**src/hdl/tfsc_pkg.sv**
```systemverilog
// ----------------------------------------------------------------------------
// tfsc_pkg
// Shared types, constants and helpers for the test frame sequence checker.
// ----------------------------------------------------------------------------
package tfsc_pkg;

    localparam int MAX_FRAME   = 4096;
    localparam int POS_W       = $clog2(MAX_FRAME + 1);
    localparam int HEADER_LEN  = 20;
    localparam int SEQ_HI_POS  = 2;
    localparam int SEQ_LO_POS  = 3;
    localparam int ERR_W       = 12;
    localparam int ERR_MAX     = (1 << ERR_W) - 1;
    localparam int SEQ_W       = 16;
    localparam int CNT_W       = 32;
    localparam int IVL_W       = 16;
    localparam int CFG_IDX_W   = 1;
    localparam int CFG_DATA_W  = 16;
    localparam int QUEUE_DEPTH = 4;
    localparam int QPTR_W      = $clog2(QUEUE_DEPTH);
    localparam int QCNT_W      = $clog2(QUEUE_DEPTH + 1);

    typedef enum logic
    {
        REQ_BYTE = 1'b0,
        REQ_TICK = 1'b1
    } req_t;

    typedef enum logic [CFG_IDX_W-1:0]
    {
        CFG_CHECK_PAYLOAD = 1'b0,
        CFG_STATS_IVL     = 1'b1
    } cfg_idx_t;

    // One finished frame, handed from the front end to the back end.
    typedef struct packed
    {
        logic [POS_W-1:0] len;
        logic             runt;
        logic [SEQ_W-1:0] seq;
        logic [ERR_W-1:0] errs;
        logic [CNT_W-1:0] secs;
    } frame_rec_t;

    typedef struct packed
    {
        logic [SEQ_W-1:0] seq_number;
        logic [SEQ_W-1:0] seq_gap;
        logic [ERR_W-1:0] payload_errors;
        logic             frame_error;
        logic             runt_frame;
        logic             stats_valid;
        logic [CNT_W-1:0] stats_packets;
        logic [CNT_W-1:0] stats_bytes;
        logic [CNT_W-1:0] stats_missed;
        logic [CNT_W-1:0] stats_error_bytes;
    } result_t;

    function automatic logic [CNT_W-1:0] sat_add(input logic [CNT_W-1:0] a,
                                                 input logic [CNT_W-1:0] b);
        logic [CNT_W:0] s;
        s = {1'b0, a} + {1'b0, b};
        return s[CNT_W] ? {CNT_W{1'b1}} : s[CNT_W-1:0];
    endfunction

endpackage

```
**src/hdl/tfsc_back.sv**
```systemverilog
// ----------------------------------------------------------------------------
// tfsc_back
// Sequence gap tracking, interval statistics and the result register.
// ----------------------------------------------------------------------------
module tfsc_back
(
    input  logic                         clk,
    input  logic                         rst_n,
    input  logic                         rec_valid,
    input  tfsc_pkg::frame_rec_t         rec,
    output logic                         rec_pop,
    input  logic [tfsc_pkg::IVL_W-1:0]   stats_interval,
    input  logic                         pop,
    output logic                         res_valid,
    output tfsc_pkg::result_t            res
);

    logic [tfsc_pkg::SEQ_W-1:0] prev_seq_reg, prev_seq_next;
    logic                       have_prev_reg, have_prev_next;
    logic [tfsc_pkg::CNT_W-1:0] ivl_start_reg, ivl_start_next;
    logic [tfsc_pkg::CNT_W-1:0] pkt_reg, pkt_next;
    logic [tfsc_pkg::CNT_W-1:0] bytes_reg, bytes_next;
    logic [tfsc_pkg::CNT_W-1:0] missed_reg, missed_next;
    logic [tfsc_pkg::CNT_W-1:0] errb_reg, errb_next;
    logic                       out_valid_reg, out_valid_next;
    tfsc_pkg::result_t          res_reg, res_next;

    logic                       take;
    logic [tfsc_pkg::SEQ_W-1:0] gap;
    logic [tfsc_pkg::CNT_W-1:0] pkt_sum, bytes_sum, elapsed, missed_base, errb_base;
    logic                       report;

    // output register frees up in the same cycle it is popped
    assign take      = !out_valid_reg || pop;
    assign rec_pop   = take && rec_valid;
    assign res_valid = out_valid_reg;
    assign res       = res_reg;

    always_comb
    begin
        gap = (have_prev_reg && !rec.runt) ? rec.seq - prev_seq_reg : '0;
        pkt_sum   = tfsc_pkg::sat_add(pkt_reg, tfsc_pkg::CNT_W'(1));
        bytes_sum = tfsc_pkg::sat_add(bytes_reg, tfsc_pkg::CNT_W'(rec.len));
        elapsed   = rec.secs - ivl_start_reg;
        report    = elapsed >= tfsc_pkg::CNT_W'(stats_interval);
        missed_base = report ? '0 : missed_reg;
        errb_base   = report ? '0 : errb_reg;

        res_next = '0;
        if (!rec.runt)
        begin
            res_next.seq_number     = rec.seq;
            res_next.seq_gap        = gap;
            res_next.payload_errors = rec.errs;
            res_next.frame_error    = (gap > tfsc_pkg::SEQ_W'(1)) || (rec.errs != '0);
        end
        res_next.runt_frame = rec.runt;
        if (report)
        begin
            res_next.stats_valid       = 1'b1;
            res_next.stats_packets     = pkt_sum;
            res_next.stats_bytes       = bytes_sum;
            res_next.stats_missed      = missed_reg;
            res_next.stats_error_bytes = errb_reg;
        end

        prev_seq_next  = prev_seq_reg;
        have_prev_next = have_prev_reg;
        ivl_start_next = ivl_start_reg;
        pkt_next       = pkt_reg;
        bytes_next     = bytes_reg;
        missed_next    = missed_reg;
        errb_next      = errb_reg;
        out_valid_next = out_valid_reg;

        if (take)
        begin
            out_valid_next = rec_valid;
        end

        if (rec_pop)
        begin
            pkt_next    = report ? '0 : pkt_sum;
            bytes_next  = report ? '0 : bytes_sum;
            missed_next = missed_base;
            errb_next   = errb_base;
            if (report)
            begin
                ivl_start_next = rec.secs;
            end
            if (!rec.runt)
            begin
                if (gap > tfsc_pkg::SEQ_W'(1))
                begin
                    missed_next = tfsc_pkg::sat_add(missed_base,
                                      tfsc_pkg::CNT_W'(gap - 1'b1));
                end
                errb_next      = tfsc_pkg::sat_add(errb_base, tfsc_pkg::CNT_W'(rec.errs));
                prev_seq_next  = rec.seq;
                have_prev_next = 1'b1;
            end
        end
    end

    always_ff @(posedge clk or negedge rst_n)
    begin
        if (!rst_n)
        begin
            prev_seq_reg  <= '1;
            have_prev_reg <= 1'b0;
            ivl_start_reg <= '0;
            pkt_reg       <= '0;
            bytes_reg     <= '0;
            missed_reg    <= '0;
            errb_reg      <= '0;
            out_valid_reg <= 1'b0;
        end
        else
        begin
            prev_seq_reg  <= prev_seq_next;
            have_prev_reg <= have_prev_next;
            ivl_start_reg <= ivl_start_next;
            pkt_reg       <= pkt_next;
            bytes_reg     <= bytes_next;
            missed_reg    <= missed_next;
            errb_reg      <= errb_next;
            out_valid_reg <= out_valid_next;
        end
    end

    always_ff @(posedge clk)
    begin
        if (rec_pop)
        begin
            res_reg <= res_next;
        end
    end

    a_runt_clean: assert property (@(posedge clk) disable iff (!rst_n)
        (out_valid_reg && res_reg.runt_frame) |->
        (res_reg.seq_number == '0 && res_reg.seq_gap == '0 && !res_reg.frame_error))
        else $error("runt result carries sequence fields");

    a_no_stats: assert property (@(posedge clk) disable iff (!rst_n)
        (out_valid_reg && !res_reg.stats_valid) |->
        (res_reg.stats_packets == '0 && res_reg.stats_bytes == '0))
        else $error("stats fields set without a report");

    a_report_counts: assert property (@(posedge clk) disable iff (!rst_n)
        (out_valid_reg && res_reg.stats_valid) |-> res_reg.stats_packets != '0)
        else $error("report without the current frame counted");

    a_report_clears: assert property (@(posedge clk) disable iff (!rst_n)
        (rec_pop && report) |=> pkt_reg == '0 && bytes_reg == '0)
        else $error("interval counters not cleared after report");

endmodule

```
**config.mk**
```make
export PLATFORM = sky130hd
export DESIGN_NAME = tfsc_back
export DESIGN_NICKNAME = d
export VERILOG_FILES = /design/src/hdl/tfsc_pkg.sv /design/src/hdl/tfsc_back.sv
export SDC_FILE = /design/constraint.sdc
export NUM_CORES = 1
export LEC_CHECK = 0
export BUFFER_PORTS_ARGS = -buffer_cell sky130_fd_sc_hd__buf_2
export CAP_MARGIN = 20
export CORE_MARGIN = 8
export CORE_UTILIZATION = 45
export CTS_CLUSTER_DIAMETER = 80
export DETAILED_ROUTE_END_ITERATION = 8
export HOLD_SLACK_MARGIN = 0.03
export PLACE_DENSITY = 0.72
export SLEW_MARGIN = 40
export SYNTH_ARGS = -nofsm -noshare
export SYNTH_HDL_FRONTEND = slang
export SYNTH_SLANG_ARGS = --single-unit
```
**constraint.sdc**
```tcl
create_clock -name clk -period 15.4 [get_ports clk]
set_input_delay 2.31 -clock clk [delete_from_list [all_inputs] [get_ports clk]]
set_output_delay 2.31 -clock clk [all_outputs]
set_load 0.005 [all_outputs]
```
==> flow_metrics.tcl, run 1 <==
set metrics [dict create \
    status "finished, final reports clean" \
    maxSlewViolCount 0 \
    cts_max_level 2 \
    path_max_fanout 50 \
    postSynthCellCount 2206 \
    wire_per_inst_um 18.2 \
    yosys.area_share.simple_pct 17.3 \
    cp-start-kind "input port" \
    num_rows 80 \
    worstSetupPathType "in2reg" \
    tns_ns 0 \
    period_share_pct 65.0 \
    start_util_pct 45.3 \
    gr-total-overflow 0 \
    setup_viol 0 \
    cts.reportedPaths.clkPinSlew_ns 0.06 \
    ys.flop_type "edfxtp_1" \
    cts-buffers-inserted 42 \
    drc 0 \
    cp.required_ns 15.89 \
    synth_xor_area_share_pct 4.98 \
    grt_pass1_wl_um 89400 \
    antenna_found_initial 0 \
    dp_worst_setup_slack_ns 4.82 \
    area_growth_pct 15.4 \
    max_slew_margin_pct 43.8 \
    fp.dieH_um 234 \
    synth_fa_ha_area_share_pct 7.64 \
    final_hold_viol_count 0 \
    cap_violations 0 \
    routed_via_density 5.65 \
    ff_latch_area_sq_um 9730 \
    rsz0062_at_grt "false" \
    die_w_um 234 \
    core_sq_um 47300 \
    power_uw 2730 \
    cts_tree "yes" \
    ctsResizeCount 0 \
    cts.root.buffer_cell "clkbuf_16" \
    crit_slowest_cell "a221o_2" \
    cp_slowest_stage_delay_ns 0.64 \
    grt_pass1_vias 17200 \
    largest_reg_flops 175 \
    grt_max_degree 109 \
    ant_nets 0 \
    antenna_cells 0 \
    critical_path_arrival_ns 10.51 \
    synth_nets 2428 \
    dieArea_sq_um 54900 \
    placed_area_sq_um 23300 \
    num-nets-final 2654 \
    syn-cell-area_sq_um 21400 \
    nFillCells 4203 \
    io_pins 271 \
    vias 17400 \
    synth.mux.area_fraction_pct 2.32 \
    p_leak_uw 0.0112 \
    syn_area_per_cell_sq_um 9.72 \
    first_pass_iters 6 \
    clock_latency_ns 0.57 \
    fin_skew_ns 0.0223 \
    min_path_type "reg2reg" \
    synth_top_family_by_area "compound AO/OA/AOI/OAI gates" \
    design_area_sq_um 24700 \
    drtIter0Drc 1302 \
    synth-compound-area-share_pct 18.0 \
    min_period_ns 10.01 \
    cp-end-kind "register" \
    track_usage_pct 19.9 \
    worstMarginPinSlew_ns 0.843 \
    dp_hpwl_um 39600 \
    async_flop_share_pct 50.4 \
    final_cell_mix "buf_2, a21oi_1, nor2_1" \
    synth_cell_types 81 \
    ys_seq_area_share_pct 45.4 \
    peakVddDrop_mv 0.0989 \
    portBuffers 270 \
    drive_gt1_share_pct 16.9 \
    synth_edf_count 175 \
    place_congestion 0.909 \
    yosys_warnings 0 \
    worst_slack_ns 5.39 \
    clock.fmax_mhz 99.9 \
    wl_um 56200 \
    multi_input_area_sq_um 10800 \
    cts_buffer_depth 3 \
    synth-seq-cells 353 \
    cts_setup_buffers 0 \
    hold_buffers 0 \
    cts.sinks 353 \
    fin_util_pct 52.3 \
    final_common_cell "buf_2" \
    powerDensity_nw_per_um2 111 \
]
[cell families (layout without fill, tap and decap cells)]
logic type,count (synthesis),count (layout)
compound gates,607,607
xor+xnor,122,122
fa+ha+maj,128,128
buf+inv,222,482
flops,353,353
mux,39,39
simple gates,735,735
[metal layers]
layer,global-route usage (%),vias to the layer above,part of all wire [%]
met4,4.85,0,1.9
met2,33.8,539,48
li1,-,8414,-
met3,3.96,78,7.0
met5,0,-,0
met1,25.8,8365,43
[path summary, 6_finish.rpt]
check	slack, ns	endpoint	depth (start not counted)	startpoint
max	5.39	missed_reg[10]$_DFFE_PN0P_	35	rec[0]
min	0.47	prev_seq_reg[15]$_DFFE_PN1P_	2	prev_seq_reg[15]$_DFFE_PN1P_
max reg2reg	6.82	missed_reg[10]$_DFFE_PN0P_	33	ivl_start_reg[0]$_DFFE_PN0P_
min reg2reg	0.47	prev_seq_reg[15]$_DFFE_PN1P_	2	prev_seq_reg[15]$_DFFE_PN1P_
max in group asynchronous	12.56	ivl_start_reg[29]$_DFFE_PN0P_	2	rst_n
min in group asynchronous	1.70	errb_reg[5]$_DFFE_PN0P_	1	rst_n
[power by group]
part,internal [uW],leakage (uW),switching (uW),total (uW)
sequential,1080,0.00404,36.5,1120
combinational,249,0.00645,347,595
clock,604,0.000679,417,1020
[final cells by class]
type | count | area share, %
Multi-Input combinational cell | 1631 | 43.8
Sequential cell | 353 | 39.3
Clock inverter | 30 | 1.24
Clock buffer | 48 | 4.47
Timing Repair Buffer | 285 | 6.23
Inverter | 119 | 1.84
Tap cell | 615 | 3.11
[cells in the mapped netlist, types with 16 or more instances]
cell       instances  area, sq um
a21oi_1          226         1130
clkbuf_1          59          221
edfxtp_1         175         5260
mux2_4            18          270
ha_1             123         1540
a31oi_1           30          188
dfstp_2           16          420
dfrtp_1          162         4050
and2_1            61          382
a21o_1            51          383
nor3_1            27          135
o2bb2ai_1         32          280
nand2_1          146          548
buf_2             27          135
o21ai_0           99          495
o21a_1            21          158
nand4_1           24          150
inv_1            119          447
xnor2_1           78          683
nor2b_1          107          669
xor2_1            44          385
o31ai_1           22          165
and3_1            35          219
nand3_1           59          295
nand2b_1          21          131
nor2_1           195          732
[worst max-delay path: cells and delay by family]
kind / cells / cell delay (ns)
compound gates: 15 / 4.32
simple gates: 10 / 1.67
fa+ha+maj: 5 / 1.38
buf+inv: 4 / 0.66
xor+xnor: 1 / 0.13
[stage by stage]
step,hold WS (ns),instances
global route,0.498,3081
floorplan,0.446,2206
detailed placement,0.470,3003
finish,0.470,3081
global placement,0.455,3001
CTS,0.477,3081
Power figures use the tool's default switching activity.
==> inputs of run 2 (changes only) <==
ABC_AREA = 1   (was default)
PLACE_DENSITY = 0.71   (was 0.72)
clock period = 10.37 ns   (was 15.4 ns; I/O delays follow)
==> flow_metrics.tcl, run 2 <==
set metrics [dict create \
    cts.reportedPaths.clkPinSlew_ns 0.06 \
    netlist.area_leader.share_pct 23.5 \
    fin_skew_ns 0.0153 \
    cp-start-kind "input port" \
    fp.dieH_um 239 \
    syn_area_per_cell_sq_um 7.68 \
    final_common_cell "nand2_1" \
    cp-end-kind "register" \
    drtIter0Drc 1532 \
    path_max_fanout 47 \
    synth_nets 3131 \
    place_congestion 0.940 \
    ctsResizeCount 0 \
    peakVddDrop_mv 0.146 \
    synth_area_leaders "edfxtp_1, dfrtp_1, nand2_1" \
    wire_per_inst_um 15.5 \
    gr-total-overflow 0 \
    synth-seq-cells 353 \
    drc 0 \
    ant_nets 0 \
    area_growth_pct 15.1 \
    cts_max_level 2 \
    grt_pass1_vias 18700 \
    die_w_um 239 \
    grt_pass1_wl_um 96800 \
    fin_util_pct 52.5 \
    cts.root.buffer_cell "clkbuf_16" \
    portBuffers 270 \
    final_cell_mix "nand2_1, nor2_1, inv_1" \
    dp_hpwl_um 44000 \
    synth_cell_types 52 \
    setup_viol 0 \
    cp.required_ns 10.84 \
    worstMarginPinSlew_ns 0.798 \
    critical_path_arrival_ns 7.81 \
    min_path_type "reg2reg" \
    synth_edf_count 175 \
    num_rows 81 \
    first_pass_iters 7 \
    cp_slowest_stage_delay_ns 0.59 \
    postSynthCellCount 2909 \
    antenna_found_initial 2 \
    period_share_pct 70.8 \
    dieArea_sq_um 57000 \
    antenna_cells 0 \
    crit_slowest_cell "buf_4" \
    tns_ns 0 \
    wl_um 59900 \
    clock.fmax_mhz 136 \
    maxSlewViolCount 0 \
    powerDensity_nw_per_um2 159 \
    synth.largest_area_cell "edfxtp_1" \
    cts_tree "yes" \
    synth.most_common_cell "nand2_1" \
    yosys_warnings 0 \
    largest_reg_flops 175 \
    num-nets-final 3382 \
    io_pins 271 \
    holdWs_ns 0.472 \
    async_flop_share_pct 50.4 \
    start_util_pct 45.6 \
    min_period_ns 7.34 \
    core_sq_um 49000 \
    routed_via_density 5.03 \
    final_hold_viol_count 0 \
    grt_max_degree 111 \
    cpMostUsedCell "nand2_1" \
    vias 19400 \
    worstSetupPathType "in2reg" \
    p_leak_uw 0.0128 \
    ys_seq_area_share_pct 43.6 \
    cts-buffers-inserted 42 \
    status "finished, final reports clean" \
    power_uw 4090 \
    r2r_slack_ns 3.74 \
    rsz0062_at_grt "false" \
    cts.sinks 353 \
    max_slew_margin_pct 46.8 \
    track_usage_pct 20.6 \
    ys.flop_type "edfxtp_1" \
    cap_violations 0 \
    netlist_top_cells_count "nand2_1, nor2_1, inv_1" \
    cts_setup_buffers 0 \
    syn-cell-area_sq_um 22300 \
    clock_latency_ns 0.58 \
    cts_buffer_depth 3 \
    drive_gt1_share_pct 13.1 \
    hold_buffers 0 \
]
==> run 2: power by group <==
part	total [uW]	switching (uW)	leakage, uW	internal [uW]
registers	1680	54.3	0.00397	1630
clock network	1470	612	0.000660	855
logic	941	614	0.00818	327
total	4090	1280	0.0128	2810
==> run 2: area by class of cell <==
type	instances	area, sq um
clock buffers	62	1200
multi-input cells	2025	10600
well taps	664	831
clock inverters	16	155
fillers	4678	23200
repair buffers	287	1500
inverters	451	1700
flip-flops and latches	353	9730
==> run 2: kinds of logic after synthesis <==
group,Yosys count,synth area share (%)
simple gates,1400,26.0
xor+xnor,112,4.39
fa+ha+maj,128,7.34
mux,1,0.0504
buf+inv,531,9.10
compound gates,384,9.51
flops,353,43.6
==> run 2: per-stage QoR <==
stage / std cells / cell area, sq um / worst slack [ns]
finish: 3858 / 25700 / 3.03
global route: 3858 / 25700 / 2.40
CTS: 3858 / 25700 / 3.01
detailed placement: 3780 / 24300 / 2.41
floorplan: 2909 / 22300 / 1.69
global placement: 3779 / 24300 / 2.47
==> run 2: final timing paths <==
check	cells after the start	to	startpoint
worst max-delay path	42	errb_reg[13]$_DFFE_PN0P_	rec[0]
max in group asynchronous	3	pkt_reg[2]$_DFFE_PN0P_	rst_n
worst min-delay path	2	have_prev_reg$_DFFE_PN0P_	have_prev_reg$_DFFE_PN0P_
worst max register to register	40	errb_reg[13]$_DFFE_PN0P_	ivl_start_reg[0]$_DFFE_PN0P_
min in group asynchronous	1	errb_reg[5]$_DFFE_PN0P_	rst_n
worst min register to register	2	have_prev_reg$_DFFE_PN0P_	have_prev_reg$_DFFE_PN0P_
==> run 2: routing by layer <==
layer / vias to the layer above / GRT usage (%) / part of all wire [%]
met1: 8849 / 27.7 / 46
met3: 96 / 4.61 / 7.2
met5: - / 0 / 0.040
met2: 538 / 32.9 / 44
li1: 9901 / - / -
met4: 4 / 6.05 / 2.7
==> run 2: critical path, delay by kind of cell <==
kind | cells | cell delay (ns)
buffers and inverters | 5 | 0.90
xor gates and xnor gates | 1 | 0.17
and+or+nand+nor | 25 | 2.81
adders and majority gates | 5 | 1.44
AOI/OAI and AO/OA | 6 | 0.91
